[src/design/dcto_pkg.sv]
// Shared types and constants for the digital I/O change-event and timed-output core.
// Used by the front, back, top level and checker; depends on nothing else.

package dcto_pkg;

  localparam int FIFO_DEPTH    = 128;
  localparam int PATTERN_DEPTH = 256;
  localparam int PIN_COUNT     = 8;
  localparam int CMDQ_DEPTH    = 2;

  localparam int FIFO_AW  = $clog2(FIFO_DEPTH);
  localparam int FIFO_CW  = $clog2(FIFO_DEPTH + 1);
  localparam int PAT_AW   = $clog2(PATTERN_DEPTH);
  localparam int PAT_CW   = $clog2(PATTERN_DEPTH + 1);
  localparam int BIT_W    = (PIN_COUNT > 1) ? $clog2(PIN_COUNT) : 1;
  localparam int CMDQ_AW  = (CMDQ_DEPTH > 1) ? $clog2(CMDQ_DEPTH) : 1;
  localparam int CMDQ_CW  = $clog2(CMDQ_DEPTH + 1);

  localparam logic [15:0] RESET_OUTPUT_PERIOD = 16'd500;
  localparam logic [7:0]  RESET_SCAN_PERIOD   = 8'd200;
  localparam logic [7:0]  EVENT_BASE          = 8'h30;
  localparam logic [7:0]  EVENT_RISING        = 8'h80;

  typedef enum logic [1:0] {
    OP_TICK   = 2'd0,
    OP_POP    = 2'd1,
    OP_LOAD   = 2'd2,
    OP_DIRECT = 2'd3
  } dcto_op_t;

  typedef enum logic [1:0] {
    CFG_OUTPUT_MODE   = 2'd0,
    CFG_OUTPUT_PERIOD = 2'd1,
    CFG_SCAN_PERIOD   = 2'd2
  } dcto_cfg_idx_t;

  typedef enum logic [1:0] {
    ST_OK       = 2'd0,
    ST_REJECTED = 2'd1,
    ST_IGNORED  = 2'd2
  } dcto_status_t;

  typedef enum logic [2:0] {
    BK_IDLE,
    BK_EXEC,
    BK_PLAYWAIT,
    BK_SCAN,
    BK_POPWAIT,
    BK_RESP
  } dcto_state_t;

  typedef struct packed {
    dcto_op_t   kind;
    logic [7:0] pins;
    logic [7:0] data;
    logic       last;
  } dcto_cmd_t;

  typedef struct packed {
    logic [7:0]   pins_out;
    logic         pins_updated;
    logic [7:0]   event_code;
    logic         event_valid;
    logic [7:0]   queue_level;
    logic         playback_busy;
    dcto_status_t status;
  } dcto_result_t;

endpackage

[src/design/dcto_front.sv]
// Front end: accepts command beats, classifies them and holds them in a short queue.
// Depends on dcto_pkg.

module dcto_front (
  input  logic                clk,
  input  logic                rst_n,
  input  logic                start,
  input  logic [1:0]          in_op,
  input  logic [7:0]          in_pins_in,
  input  logic [7:0]          in_data_byte,
  input  logic                in_load_last,
  output logic                busy,
  output logic                cmd_valid,
  output dcto_pkg::dcto_cmd_t cmd,
  input  logic                cmd_pop,
  output logic                queue_empty
);
  import dcto_pkg::*;

  dcto_cmd_t            q_r [CMDQ_DEPTH];
  logic [CMDQ_AW-1:0]   wptr_r, wptr_nxt;
  logic [CMDQ_AW-1:0]   rptr_r, rptr_nxt;
  logic [CMDQ_CW-1:0]   cnt_r, cnt_nxt;
  dcto_cmd_t            entry;
  logic                 push;
  logic                 pop;

  // Fields that the command kind does not use are zeroed so the back end sees clean beats.
  always_comb begin
    entry = '0;
    entry.data = in_data_byte;
    case (in_op)
      OP_TICK: begin
        entry.kind = OP_TICK;
        entry.pins = in_pins_in;
        entry.data = '0;
      end
      OP_POP: begin
        entry.kind = OP_POP;
        entry.data = '0;
      end
      OP_LOAD: begin
        entry.kind = OP_LOAD;
        entry.last = in_load_last;
      end
      default: begin
        entry.kind = OP_DIRECT;
      end
    endcase
  end

  assign busy        = (cnt_r == CMDQ_CW'(CMDQ_DEPTH));
  assign queue_empty = (cnt_r == '0);
  assign cmd_valid   = !queue_empty;
  assign cmd         = q_r[rptr_r];
  assign push        = start && !busy;
  assign pop         = cmd_pop && cmd_valid;

  always_comb begin
    wptr_nxt = wptr_r;
    rptr_nxt = rptr_r;
    cnt_nxt  = cnt_r;
    if (push) begin
      wptr_nxt = (wptr_r == CMDQ_AW'(CMDQ_DEPTH - 1)) ? '0 : wptr_r + 1'b1;
    end
    if (pop) begin
      rptr_nxt = (rptr_r == CMDQ_AW'(CMDQ_DEPTH - 1)) ? '0 : rptr_r + 1'b1;
    end
    if (push && !pop) begin
      cnt_nxt = cnt_r + 1'b1;
    end else if (pop && !push) begin
      cnt_nxt = cnt_r - 1'b1;
    end
  end

  always_ff @(posedge clk) begin
    if (!rst_n) begin
      wptr_r <= '0;
      rptr_r <= '0;
      cnt_r  <= '0;
    end else begin
      wptr_r <= wptr_nxt;
      rptr_r <= rptr_nxt;
      cnt_r  <= cnt_nxt;
    end
  end

  always_ff @(posedge clk) begin
    if (push) begin
      q_r[wptr_r] <= entry;
    end
  end

endmodule

[src/design/dcto_back.sv]
// Back end: sequencer that executes queued commands against the event FIFO, the pattern
// store and the output latch, and holds the configuration registers. Depends on dcto_pkg.

module dcto_back (
  input  logic                   clk,
  input  logic                   rst_n,
  input  logic                   cmd_valid,
  input  dcto_pkg::dcto_cmd_t    cmd,
  output logic                   cmd_pop,
  input  logic                   cfg_we,
  input  logic [1:0]             cfg_index,
  input  logic [15:0]            cfg_data,
  output logic                   back_idle,
  output logic                   res_strobe,
  output dcto_pkg::dcto_result_t res
);
  import dcto_pkg::*;

  dcto_state_t            state_r, state_nxt;

  logic                   mode_r, mode_nxt;
  logic [15:0]            period_r, period_nxt;
  logic [7:0]             scan_per_r, scan_per_nxt;

  logic [PIN_COUNT-1:0]   prev_r, prev_nxt;
  logic [7:0]             scan_cnt_r, scan_cnt_nxt;
  logic [FIFO_AW-1:0]     head_r, head_nxt;
  logic [FIFO_AW-1:0]     tail_r, tail_nxt;
  logic [FIFO_CW-1:0]     count_r, count_nxt;
  logic [PAT_CW-1:0]      plen_r, plen_nxt;
  logic [PAT_CW-1:0]      ppos_r, ppos_nxt;
  logic [PAT_CW-1:0]      lpos_r, lpos_nxt;
  logic [15:0]            pcnt_r, pcnt_nxt;
  logic                   playing_r, playing_nxt;
  logic [PIN_COUNT-1:0]   latch_r, latch_nxt;

  dcto_cmd_t              cmd_r, cmd_nxt;
  logic                   updated_r, updated_nxt;
  logic [7:0]             code_r, code_nxt;
  logic                   valid_r, valid_nxt;
  dcto_status_t           status_r, status_nxt;
  logic [PIN_COUNT-1:0]   diff_r, diff_nxt;
  logic [BIT_W-1:0]       bit_r, bit_nxt;
  logic                   scan_go_r, scan_go_nxt;
  logic                   play_rd_r, play_rd_nxt;

  logic                   strobe_r, strobe_nxt;
  dcto_result_t           res_r, res_nxt;

  logic [7:0]             fifo_mem [FIFO_DEPTH];
  logic                   fifo_we, fifo_re;
  logic [FIFO_AW-1:0]     fifo_waddr, fifo_raddr;
  logic [7:0]             fifo_wdata, fifo_rdata_r;

  logic [7:0]             pat_mem [PATTERN_DEPTH];
  logic                   pat_we, pat_re;
  logic [PAT_AW-1:0]      pat_waddr, pat_raddr;
  logic [7:0]             pat_rdata_r;

  logic [15:0]            pcnt_inc;
  logic [7:0]             scan_inc;
  logic [PAT_CW-1:0]      ppos_inc;
  logic                   play_due;
  logic                   fire;
  logic                   scan_hit;
  logic                   take_cmd;

  assign pcnt_inc = pcnt_r + 16'd1;
  assign scan_inc = scan_cnt_r + 8'd1;
  assign ppos_inc = ppos_r + 1'b1;
  assign play_due = playing_r && (pcnt_inc >= period_r);
  assign fire     = play_due && (plen_r != '0);
  assign scan_hit = (scan_inc >= scan_per_r);
  assign take_cmd = cmd_valid && ((state_r == BK_IDLE) || (state_r == BK_RESP));

  assign cmd_pop    = take_cmd;
  assign back_idle  = (state_r == BK_IDLE);
  assign res_strobe = strobe_r;
  assign res        = res_r;

  always_comb begin
    state_nxt = state_r;
    case (state_r)
      BK_IDLE: begin
        if (cmd_valid) state_nxt = BK_EXEC;
      end
      BK_EXEC: begin
        case (cmd_r.kind)
          OP_TICK: begin
            if (fire) begin
              state_nxt = BK_PLAYWAIT;
            end else if (scan_hit) begin
              state_nxt = BK_SCAN;
            end else begin
              state_nxt = BK_RESP;
            end
          end
          OP_POP: begin
            state_nxt = (count_r != '0) ? BK_POPWAIT : BK_RESP;
          end
          default: begin
            state_nxt = BK_RESP;
          end
        endcase
      end
      BK_PLAYWAIT: begin
        state_nxt = scan_go_r ? BK_SCAN : BK_RESP;
      end
      BK_SCAN: begin
        if (bit_r == BIT_W'(PIN_COUNT - 1)) state_nxt = BK_RESP;
      end
      BK_POPWAIT: begin
        state_nxt = BK_RESP;
      end
      BK_RESP: begin
        state_nxt = cmd_valid ? BK_EXEC : BK_IDLE;
      end
      default: begin
        state_nxt = BK_IDLE;
      end
    endcase
  end

  always_comb begin
    mode_nxt     = mode_r;
    period_nxt   = period_r;
    scan_per_nxt = scan_per_r;
    prev_nxt     = prev_r;
    scan_cnt_nxt = scan_cnt_r;
    head_nxt     = head_r;
    tail_nxt     = tail_r;
    count_nxt    = count_r;
    plen_nxt     = plen_r;
    ppos_nxt     = ppos_r;
    lpos_nxt     = lpos_r;
    pcnt_nxt     = pcnt_r;
    playing_nxt  = playing_r;
    latch_nxt    = latch_r;
    cmd_nxt      = cmd_r;
    updated_nxt  = updated_r;
    code_nxt     = code_r;
    valid_nxt    = valid_r;
    status_nxt   = status_r;
    diff_nxt     = diff_r;
    bit_nxt      = bit_r;
    scan_go_nxt  = scan_go_r;
    play_rd_nxt  = play_rd_r;
    strobe_nxt   = 1'b0;
    res_nxt      = res_r;
    fifo_we      = 1'b0;
    fifo_re      = 1'b0;
    fifo_waddr   = head_r;
    fifo_raddr   = tail_r;
    fifo_wdata   = EVENT_BASE + 8'(bit_r);
    pat_we       = 1'b0;
    pat_re       = 1'b0;
    pat_waddr    = lpos_r[PAT_AW-1:0];
    pat_raddr    = ppos_r[PAT_AW-1:0];

    case (state_r)
      BK_EXEC: begin
        case (cmd_r.kind)
          OP_TICK: begin
            // Playback steps first; the input scan follows in later cycles.
            if (playing_r) begin
              pcnt_nxt = play_due ? '0 : pcnt_inc;
            end
            play_rd_nxt = 1'b0;
            if (fire) begin
              pat_re      = (ppos_r < PAT_CW'(PATTERN_DEPTH));
              play_rd_nxt = pat_re;
              updated_nxt = 1'b1;
              ppos_nxt    = ppos_inc;
              if (ppos_inc >= plen_r) playing_nxt = 1'b0;
            end
            scan_cnt_nxt = scan_hit ? '0 : scan_inc;
            scan_go_nxt  = scan_hit;
            bit_nxt      = '0;
            if (scan_hit) begin
              diff_nxt = prev_r ^ cmd_r.pins[PIN_COUNT-1:0];
              prev_nxt = cmd_r.pins[PIN_COUNT-1:0];
            end
          end
          OP_POP: begin
            if (count_r != '0) begin
              fifo_re   = 1'b1;
              tail_nxt  = (tail_r == FIFO_AW'(FIFO_DEPTH - 1)) ? '0 : tail_r + 1'b1;
              count_nxt = count_r - 1'b1;
              valid_nxt = 1'b1;
            end
          end
          OP_LOAD: begin
            if (!mode_r) begin
              status_nxt = ST_IGNORED;
            end else if (playing_r) begin
              status_nxt = ST_REJECTED;
            end else begin
              if (lpos_r < PAT_CW'(PATTERN_DEPTH)) begin
                pat_we   = 1'b1;
                lpos_nxt = lpos_r + 1'b1;
              end
              if (cmd_r.last) begin
                plen_nxt    = pat_we ? lpos_r + 1'b1 : lpos_r;
                ppos_nxt    = '0;
                lpos_nxt    = '0;
                playing_nxt = 1'b1;
              end
            end
          end
          default: begin
            if (mode_r) begin
              status_nxt = ST_IGNORED;
            end else begin
              latch_nxt   = cmd_r.data[PIN_COUNT-1:0];
              updated_nxt = 1'b1;
            end
          end
        endcase
      end
      BK_PLAYWAIT: begin
        if (play_rd_r) latch_nxt = pat_rdata_r[PIN_COUNT-1:0];
      end
      BK_SCAN: begin
        // One changed bit per cycle goes into the FIFO; a full FIFO drops it.
        if (diff_r[bit_r] && (count_r < FIFO_CW'(FIFO_DEPTH))) begin
          fifo_we   = 1'b1;
          head_nxt  = (head_r == FIFO_AW'(FIFO_DEPTH - 1)) ? '0 : head_r + 1'b1;
          count_nxt = count_r + 1'b1;
          if (cmd_r.pins[bit_r]) fifo_wdata = EVENT_BASE + 8'(bit_r) | EVENT_RISING;
        end
        bit_nxt = bit_r + 1'b1;
      end
      BK_POPWAIT: begin
        code_nxt = fifo_rdata_r;
      end
      BK_RESP: begin
        strobe_nxt            = 1'b1;
        res_nxt.pins_out      = 8'(latch_r);
        res_nxt.pins_updated  = updated_r;
        res_nxt.event_code    = code_r;
        res_nxt.event_valid   = valid_r;
        res_nxt.queue_level   = 8'(count_r);
        res_nxt.playback_busy = playing_r;
        res_nxt.status        = status_r;
      end
      default: begin
      end
    endcase

    if (take_cmd) begin
      cmd_nxt     = cmd;
      updated_nxt = 1'b0;
      code_nxt    = '0;
      valid_nxt   = 1'b0;
      status_nxt  = ST_OK;
    end

    // Register writes arrive only while the sequencer is idle.
    if (cfg_we) begin
      case (cfg_index)
        CFG_OUTPUT_MODE: begin
          mode_nxt    = cfg_data[0];
          playing_nxt = 1'b0;
          if (cfg_data[0]) begin
            plen_nxt = '0;
            ppos_nxt = '0;
            lpos_nxt = '0;
          end
        end
        CFG_OUTPUT_PERIOD: period_nxt   = cfg_data;
        CFG_SCAN_PERIOD:   scan_per_nxt = cfg_data[7:0];
        default: begin
        end
      endcase
    end
  end

  always_ff @(posedge clk) begin
    if (!rst_n) begin
      state_r    <= BK_IDLE;
      mode_r     <= 1'b0;
      period_r   <= RESET_OUTPUT_PERIOD;
      scan_per_r <= RESET_SCAN_PERIOD;
      prev_r     <= '0;
      scan_cnt_r <= '0;
      head_r     <= '0;
      tail_r     <= '0;
      count_r    <= '0;
      plen_r     <= '0;
      ppos_r     <= '0;
      lpos_r     <= '0;
      pcnt_r     <= '0;
      playing_r  <= 1'b0;
      latch_r    <= '0;
      strobe_r   <= 1'b0;
    end else begin
      state_r    <= state_nxt;
      mode_r     <= mode_nxt;
      period_r   <= period_nxt;
      scan_per_r <= scan_per_nxt;
      prev_r     <= prev_nxt;
      scan_cnt_r <= scan_cnt_nxt;
      head_r     <= head_nxt;
      tail_r     <= tail_nxt;
      count_r    <= count_nxt;
      plen_r     <= plen_nxt;
      ppos_r     <= ppos_nxt;
      lpos_r     <= lpos_nxt;
      pcnt_r     <= pcnt_nxt;
      playing_r  <= playing_nxt;
      latch_r    <= latch_nxt;
      strobe_r   <= strobe_nxt;
    end
  end

  always_ff @(posedge clk) begin
    cmd_r     <= cmd_nxt;
    updated_r <= updated_nxt;
    code_r    <= code_nxt;
    valid_r   <= valid_nxt;
    status_r  <= status_nxt;
    diff_r    <= diff_nxt;
    bit_r     <= bit_nxt;
    scan_go_r <= scan_go_nxt;
    play_rd_r <= play_rd_nxt;
    res_r     <= res_nxt;
  end

  always_ff @(posedge clk) begin
    if (fifo_we) fifo_mem[fifo_waddr] <= fifo_wdata;
    if (fifo_re) fifo_rdata_r <= fifo_mem[fifo_raddr];
  end

  always_ff @(posedge clk) begin
    if (pat_we) pat_mem[pat_waddr] <= cmd_r.data;
    if (pat_re) pat_rdata_r <= pat_mem[pat_raddr];
  end

endmodule

[src/design/dio_change_events_and_timed_output_core.sv]
// Top level of the digital I/O change-event and timed-output core.
// Instantiates dcto_front and dcto_back; depends on dcto_pkg.

// An item is taken on a clock edge with start high and busy low; its result appears on the
// out_ ports for exactly one cycle, marked by out_strobe, and cannot be held off, so the
// receiver must take every strobed beat. The front holds up to two commands, so busy rises
// only when two are waiting behind the one in progress. The back sequencer sets the rate:
// a load, direct write or empty pop runs an execute and a response state, a pop with an
// event adds a FIFO read-wait state, and a tick adds a pattern-read state when a pattern
// byte is driven and a scan state per pin when an input scan runs (one event per cycle
// into the event FIFO's write port). With the back idle, an accepted item leaves the
// queue, runs its states, and out_strobe is registered from the response state; the
// result beat is taken at the edge that ends the strobe. Register writes are taken only
// while no item is queued or in progress (cfg_ready high); no clearing pass after reset.

module dio_change_events_and_timed_output_core (
  input  logic        clk,
  input  logic        rst_n,
  input  logic        start,
  output logic        busy,
  input  logic [1:0]  in_op,
  input  logic [7:0]  in_pins_in,
  input  logic [7:0]  in_data_byte,
  input  logic        in_load_last,
  output logic        out_strobe,
  output logic [7:0]  out_pins_out,
  output logic        out_pins_updated,
  output logic [7:0]  out_event_code,
  output logic        out_event_valid,
  output logic [7:0]  out_queue_level,
  output logic        out_playback_busy,
  output logic [1:0]  out_status,
  input  logic        cfg_valid,
  output logic        cfg_ready,
  input  logic [1:0]  cfg_index,
  input  logic [15:0] cfg_data
);
  import dcto_pkg::*;

  logic         cmd_valid;
  dcto_cmd_t    cmd;
  logic         cmd_pop;
  logic         queue_empty;
  logic         back_idle;
  logic         res_strobe;
  dcto_result_t res;

  dcto_front u_front (
    .clk          (clk),
    .rst_n        (rst_n),
    .start        (start),
    .in_op        (in_op),
    .in_pins_in   (in_pins_in),
    .in_data_byte (in_data_byte),
    .in_load_last (in_load_last),
    .busy         (busy),
    .cmd_valid    (cmd_valid),
    .cmd          (cmd),
    .cmd_pop      (cmd_pop),
    .queue_empty  (queue_empty)
  );

  dcto_back u_back (
    .clk        (clk),
    .rst_n      (rst_n),
    .cmd_valid  (cmd_valid),
    .cmd        (cmd),
    .cmd_pop    (cmd_pop),
    .cfg_we     (cfg_valid && cfg_ready),
    .cfg_index  (cfg_index),
    .cfg_data   (cfg_data),
    .back_idle  (back_idle),
    .res_strobe (res_strobe),
    .res        (res)
  );

  assign cfg_ready         = queue_empty && back_idle;
  assign out_strobe        = res_strobe;
  assign out_pins_out      = res.pins_out;
  assign out_pins_updated  = res.pins_updated;
  assign out_event_code    = res.event_code;
  assign out_event_valid   = res.event_valid;
  assign out_queue_level   = res.queue_level;
  assign out_playback_busy = res.playback_busy;
  assign out_status        = res.status;

endmodule

[config.mk]
export PLATFORM = sky130hd
export DESIGN_NAME = dio_change_events_and_timed_output_core
export DESIGN_NICKNAME = d
export VERILOG_FILES = /design/src/design/dcto_pkg.sv /design/src/design/dcto_front.sv /design/src/design/dcto_back.sv /design/src/design/dio_change_events_and_timed_output_core.sv
export SDC_FILE = /design/constraint.sdc
export NUM_CORES = 2
export LEC_CHECK = 0
export ABC_CLOCK_PERIOD_IN_PS = 21000
export BUFFER_PORTS_ARGS = -buffer_cell sky130_fd_sc_hd__buf_2
export CAP_MARGIN = 15
export CELL_PAD_IN_SITES_DETAIL_PLACEMENT = 1
export CELL_PAD_IN_SITES_GLOBAL_PLACEMENT = 2
export CORE_MARGIN = 5
export CORE_UTILIZATION = 40
export CTS_CLUSTER_DIAMETER = 100
export DETAILED_ROUTE_END_ITERATION = 10
export PLACE_DENSITY_LB_ADDON = 0.12
export REMOVE_ABC_BUFFERS = 1
export SYNTH_ARGS = -nofsm -noshare
export SYNTH_HDL_FRONTEND = slang
export SYNTH_SLANG_ARGS = --single-unit
[constraint.sdc]
create_clock -name clk -period 21 [get_ports clk]
set_input_delay 3.15 -clock clk [delete_from_list [all_inputs] [get_ports clk]]
set_output_delay 3.15 -clock clk [all_outputs]
set_load 0.03 [all_outputs]
Word level (Yosys, flattened, before mapping)
Memories as Yosys holds them, arrays and structs flattened. A register that Yosys moved wholly into a read port is not among the register bits.
Index checks and enable logic that the tools add are counted.
{ "classes": {"add_sub_neg": 14, "magnitude_cmp": 7, "n_eq_ne": 27, "muxes": 105, "n_bitwise": 3, "reduce_logical": 44} }
{ "ops": {"columns": ["operator", "n"], "rows": [
  ["9-bit two-way mux", 26],
  ["8-bit two-way mux", 12],
  ["1-bit two-way mux", 41],
  ["8-bit one-hot mux with 2 select lines", 2],
  ["9-bit by 1-bit adder with 9-bit output (second input constant)", 2],
  ["9-bit < comparator (second input constant)", 2],
  ["3-bit two-way mux", 6],
  ["3-bit one-hot mux with 6 select lines", 1],
  ["9-bit one-hot mux with 2 select lines", 1],
  ["16-bit by 1-bit adder with 16-bit output (second input constant)", 1],
  ["8-bit by 1-bit adder with 8-bit output (second input constant)", 2],
  ["16-bit >= comparator", 1],
  ["16-bit two-way mux", 1],
  ["4-bit AND reduction", 4],
  ["7-bit by 1-bit adder with 7-bit output (second input constant)", 2],
  ["7-bit == test (second input constant)", 2],
  ["7-bit two-way mux", 2],
  ["2-bit by 1-bit inequality test with 1-bit output (second input constant)", 7],
  ["2-bit AND reduction", 7],
  ["3-bit one-hot mux with 2 select lines", 2],
  ["1-bit logical AND", 10],
  ["2-bit two-way mux", 5],
  ["3-bit == test (second input constant)", 3],
  ["9-bit >= comparator", 1],
  ["31 further kinds", 57]
]} }
{ "word_totals": {"ff_bits": 177, "mem_bits_rw": 3110, "in_bits": 41, "out_inout_bits": 32, "word_cells": 237, "memories": 3} }
{ "mem_list": {"columns": ["memory", "words", "word_bits", "rd", "rd_clocked_by_memory_dff", "write_ports", "line_no", "source"], "rows": [
  ["u_back.pat_mem", 256, 8, 1, 1, 1, "dcto_back.sv:55", "logic [7:0] pat_mem [PATTERN_DEPTH];"],
  ["u_back.fifo_mem", 128, 8, 1, 1, 1, "dcto_back.sv:50", "logic [7:0] fifo_mem [FIFO_DEPTH];"],
  ["u_front.q_r", 2, 19, 1, 1, 1, "dcto_front.sv:20", "dcto_cmd_t q_r [CMDQ_DEPTH];"]
]} }

Longest topological paths before layout
{ "logic_depth": {"depth_word": 15, "mapped_depth": 14, "ltp_nobuf": 13} }

By module
Synthesis repeated with hierarchy kept, for this count alone.
{ "unflattened": {"hier_cells": 5900, "hier_area_um2": 111750.9} }
{ "modules_own_cells": {"columns": ["module", "n_inst", "cells_per_inst", "area_each_um2", "seq_area_each_um2"], "rows": [
  ["dcto_back", 1, 5791, 110008.0, 81538.2],
  ["dcto_front", 1, 107, 1730.4, 1241.2],
  ["dio_change_events_and_timed_output_core", 1, 2, 12.5, 0.0]
]} }

Worst setup path after synthesis
No wires, ideal clock.
{ "synth_timing": {"path_kind": "flip-flop to flip-flop", "startpoint": "reg u_back.bit_r[0]", "endpoint": "mem u_back.fifo_mem[0][7], data pin", "setup_ns": 1.523, "arrival_ns": 9.438, "required_time_ns": 19.477, "path_slack_ns": 10.039, "path_stages_with_launch": 5, "n_path_buf": 1, "path_cell_list": "edfxtp_1 -> clkbuf_2 -> mux4_2 -> mux2i_1 -> nor4_1"} }
{ "synth_via": {"elab_chain_len": 5, "elab_cells_between_ends": 8, "classes_between": "mux: 7; reduce/logical: 1"} }
{ "synth_lines": {"columns": ["item", "line_no", "source"], "rows": [
  ["start: declaration", "dcto_back.sv:43", "logic [BIT_W-1:0] bit_r, bit_nxt;"],
  ["start signal: assignment", "dcto_back.sv:323", "bit_r <= bit_nxt;"],
  ["1-bit binary-select mux with 3-bit select, on equally long branches", "dcto_back.sv:229, dcto_back.sv:225", null],
  ["1-bit two-way mux, on equally long branches", "dcto_back.sv:229, dcto_back.sv:225", null],
  ["8-bit two-way mux / 1-bit logical AND (equally long branches)", "dcto_back.sv:229, dcto_back.sv:225", null],
  ["8-bit two-way mux *", "dcto_back.sv:225", "if (diff_r[bit_r] && (count_r < FIFO_CW'(FIFO_DEPTH))) begin"],
  ["8-bit two-way mux *", "dcto_back.sv:160", "case (state_r)"],
  ["net u_back.fifo_wdata[7]", "dcto_back.sv:53", "logic [7:0] fifo_wdata, fifo_rdata_r;"],
  ["end: declaration", "dcto_back.sv:50", null]
]} }
The timed path passes the listed nets; every way through them passes the cells marked *. The select of a mux whose other input is x is not followed.

Worst setup path after layout
{ "layout_timing": {"startpoint": "reg u_back.ppos_r[0]", "endpoint": "reg u_back.pat_rdata_r[6] (read register of u_back.pat_mem), data pin"} }
{ "layout_via": {"elab_chain_len": 4} }
{ "layout_lines": {"columns": ["item", "line_no", "source"], "rows": [
  ["start: declaration", "dcto_back.sv:31", "logic [PAT_CW-1:0] ppos_r, ppos_nxt;"],
  ["start signal: assignment", "dcto_back.sv:307", "ppos_r <= ppos_nxt;"],
  ["9-bit < comparator", "dcto_back.sv:170", "pat_re = (ppos_r < PAT_CW'(PATTERN_DEPTH));"],
  ["1-bit two-way mux", "dcto_back.sv:169", "if (fire) begin"],
  ["1-bit two-way mux", "dcto_back.sv:162", "case (cmd_r.kind)"],
  ["1-bit two-way mux", "dcto_back.sv:160", null],
  ["end: declaration", "dcto_back.sv:58", "logic [7:0] pat_rdata_r;"]
]} }
Parallel ways exist; a longest one is shown, timed or not.
A chain may end at the register's enable or synchronous reset.

==> impl_metrics.toml <==
[outcome]
status = "finished, final reports clean"

[clock_network]
cts_sinks = 2800
cts_tree = "built"
cts_buffer_depth = 4
cts_resized = 0
clkLatencyLatePin_ns = 0.91
cts_buffers = 310
post_cts_buffers = 0
htree_levels = 5
path_clk_slew_ns = 0.06
ctsRootBufferMaster = "clkbuf_16"
cts_hold_buf = 0

[detailed_routing]
first_iter_violations = 5485
ant_nets = 0
via_count = 57800
drc = 0
wl_um = 322000
via_per_inst = 5.77
drt_first_pass_iters = 5
post_drt_wl_per_cell_um = 32.1

[layout]
layout.nets = 6159
fin_area_mm2 = 0.126
regArea_mm2 = 0.0828
drive_gt1_frac = 0.207
fin_cells = 10000
fillCellCount = 25600
area_delta_synth_final_pct = 13.3
multi_input_area_mm2 = 0.0267

[floorplanning]
coreArea_mm2 = 0.277
ios = 73
die_area_mm2 = 0.289
die_x_um = 538
fp-row-count = 193
start_util = 0.402
fp.dieH_um = 538

[global_routing]
grt_usage = 0.219
antenna_found_initial = 12
grt.overflow.total = 0
first_global_vias = 59500
grt_max_degree = 171
grt_pass1_wl_um = 457000

[yosys]
ys_seq_area_frac = 0.743
synth-edff-count = 2668
synth_flop_cell = "edfxtp_1"
yosysMostFrequentCell = "edfxtp_1"
async_flop_share = 0
synth_area_mm2 = 0.111
synth_top_area_frac = 0.719
synth_area_leaders = "edfxtp_1 (72%), mux4_2 (11%), mux2i_1 (3.4%)"
synth.distinct_cells = 81
postSynthCellCount = 5880
synth_common_cells = "edfxtp_1 (2668), mux4_2 (557), nor2_1 (490)"
yosysTopAreaCell = "edfxtp_1"
syn_avg_cell_area_um2 = 18.9
synth_seq_cells = 2800
yosysWarnings = 0

[placement]
dp_slack_ns = 13.98
placedInstanceArea_mm2 = 0.116
dp_hpwl_um = 193000
io_buffers = 70
gp_congestion = 0.777
dpl.cell_count = 9450

[worst_setup_path]
timing.rr.end = "u_back.pat_rdata_r[6]"
timing.rr.start = "u_back.ppos_r[0]"
ff2ff_path_depth = 11
cp_cell_sequence = "buf_4, buf_4, buf_4, buf_12, buf_4, mux2i_1, o221ai_1, o22ai_1, o311ai_0, a21oi_1, nor4_1"
path_common_cell = "buf_4"
cp.buffers_inverters = 5
cp_top_family = "buffers and inverters"
startpoint_type = "flip-flop"
path_max_fanout = 89
cp_data_arrival_time_ns = 7.61
crit_type = "reg2reg"
cp_slowest_cell = "dfxtp_4"
critPathMaxStageDelay_ns = 0.87
worstSetupEndpointType = "flip-flop"
reg2reg_slack_ns = 14.10
worstPathRequired_ns = 21.71

[min_path]
min_path_type = "reg2reg"
holdPathEnd = "u_back.res[11]"
worstHoldStart = "u_back.valid_r"
whs_path_depth = 0

[timing]
hold_viol_final = 0
slew_headroom = 0.171
worst_pin_slew_ns = 1.24
timing.final.ws_setup_ns = 14.10
rsz0062_at_grt = "no"
fin_skew_ns = 0.0571
slew_violations = 0
fin_crit_ns = 6.90
setup_viol = 0
fmaxAchievable_mhz = 145
post-route-period-util = 0.329

[flow_run]
maxCapViolCount = 0

[power_and_ir_drop]
leakage_uw = 0.0387
power.density_mw_per_mm2 = 106
irDropWorstVdd_mv = 0.0874
-- where the power goes --
| part | internal, µW | total, µW | switching [µW] | leakage (µW) |
|---|---|---|---|---|
| registers | 6790 | 6850 | 61.4 | 0.0254 |
| logic | 180 | 1050 | 870 | 0.00826 |
| clock network | 3250 | 5540 | 2290 | 0.00502 |
-- layout make-up --
cell class	instances	share of cell area
well taps	3705	0.0367
clock inverters	186	0.0167
multi-input cells	2675	0.211
inverters	55	0.00170
diodes	4	0.0000793
flip-flops and latches	2800	0.656
clock buffers	378	0.0646
repair buffers	220	0.0128
-- kinds of logic after synthesis --
| logic type | after synthesis | share of synthesized area |
|---|---|---|
| compound gates | 574 | 0.0361 |
| xor+xnor | 59 | 0.00464 |
| fa+ha+maj | 56 | 0.00636 |
| buf+inv | 406 | 0.0192 |
| flops | 2800 | 0.743 |
| mux | 960 | 0.149 |
| other cells | 1 | 0.0000337 |
| simple gates | 1024 | 0.0418 |
-- layout by cell type, fill, tap and decap left out, types with 11 or more instances in the layout --
master     count
o22ai_1       73
nand3_1       57
a31oi_1       11
buf_2         70
nor2b_1       52
and2_1        43
mux4_2       557
clkbuf_1      60
nand2_1      168
ha_1          55
clkinv_1      56
nand4_1       20
nand2b_1      11
xnor2_1       32
and3_1        17
nor4_1        21
a211oi_1      34
mux2_2        22
xor2_1        27
inv_1         52
nor2_1       488
clkinv_2      61
nor3_1        69
edfxtp_1    2668
buf_4        135
a21oi_1      117
dfxtp_1      122
bufinv_16     38
a22oi_1       23
o21ai_0       67
clkbuf_16    315
o221ai_1     131
a21o_1        15
mux2i_1      381
-- how the worst max path moves through the flow --
stage / startpoint / endpoint / cells past startpoint
after detailed placement: u_back.ppos_r[0] / u_back.pat_rdata_r[6] / 11
after global routing: u_back.ppos_r[0] / u_back.pat_rdata_r[6] / 11
final: u_back.ppos_r[0] / u_back.pat_rdata_r[6] / 11
after floorplan: u_back.ppos_r[0] / u_back.playing_r / 8
after CTS: u_back.ppos_r[0] / u_back.pat_rdata_r[6] / 11
after global placement: u_back.ppos_r[0] / u_back.pat_rdata_r[6] / 11
-- registers in the layout, summed over array words and instances (netlist names), 9 cells and up --
register	flops
u_back.res	26
u_back.pat_mem	2048
u_front.q_r	38
u_back.pcnt_r	16
u_back.cmd_r	19
u_back.period_r	16
u_back.plen_r	9
u_back.lpos_r	9
u_back.fifo_mem	512
u_back.ppos_r	9
-- metrics by stage --
stage	hold slack (ns)	setup TNS, ns	util	power, µW
floorplan	0.408	-110.38	-	7600
global placement	0.417	0	0.418	7980
detailed placement	0.423	0	0.418	8040
CTS	0.438	0	0.455	13600
global route	0.450	0	0.456	13900
finish	0.433	0	0.456	13400
-- metal layers --
| metal | up-vias | wire [µm] | GRT usage |
|---|---|---|---|
| li1 | 24300 | - | - |
| met1 | 31400 | 145000 | 0.324 |
| met2 | 1755 | 149000 | 0.343 |
| met3 | 356 | 21500 | 0.0419 |
| met4 | 0 | 6310 | 0.0429 |
| met5 | - | 0 | 0 |
-- worst reg2reg max path, delay by kind of cell (launching register included) --
family | cells | cell delay, ns
mux | 1 | 0.22
simple gates | 1 | 0.30
buf+inv | 5 | 3.91
flops | 1 | 0.87
compound gates | 4 | 1.43
Note: power is estimated with default switching activity, not from simulation.
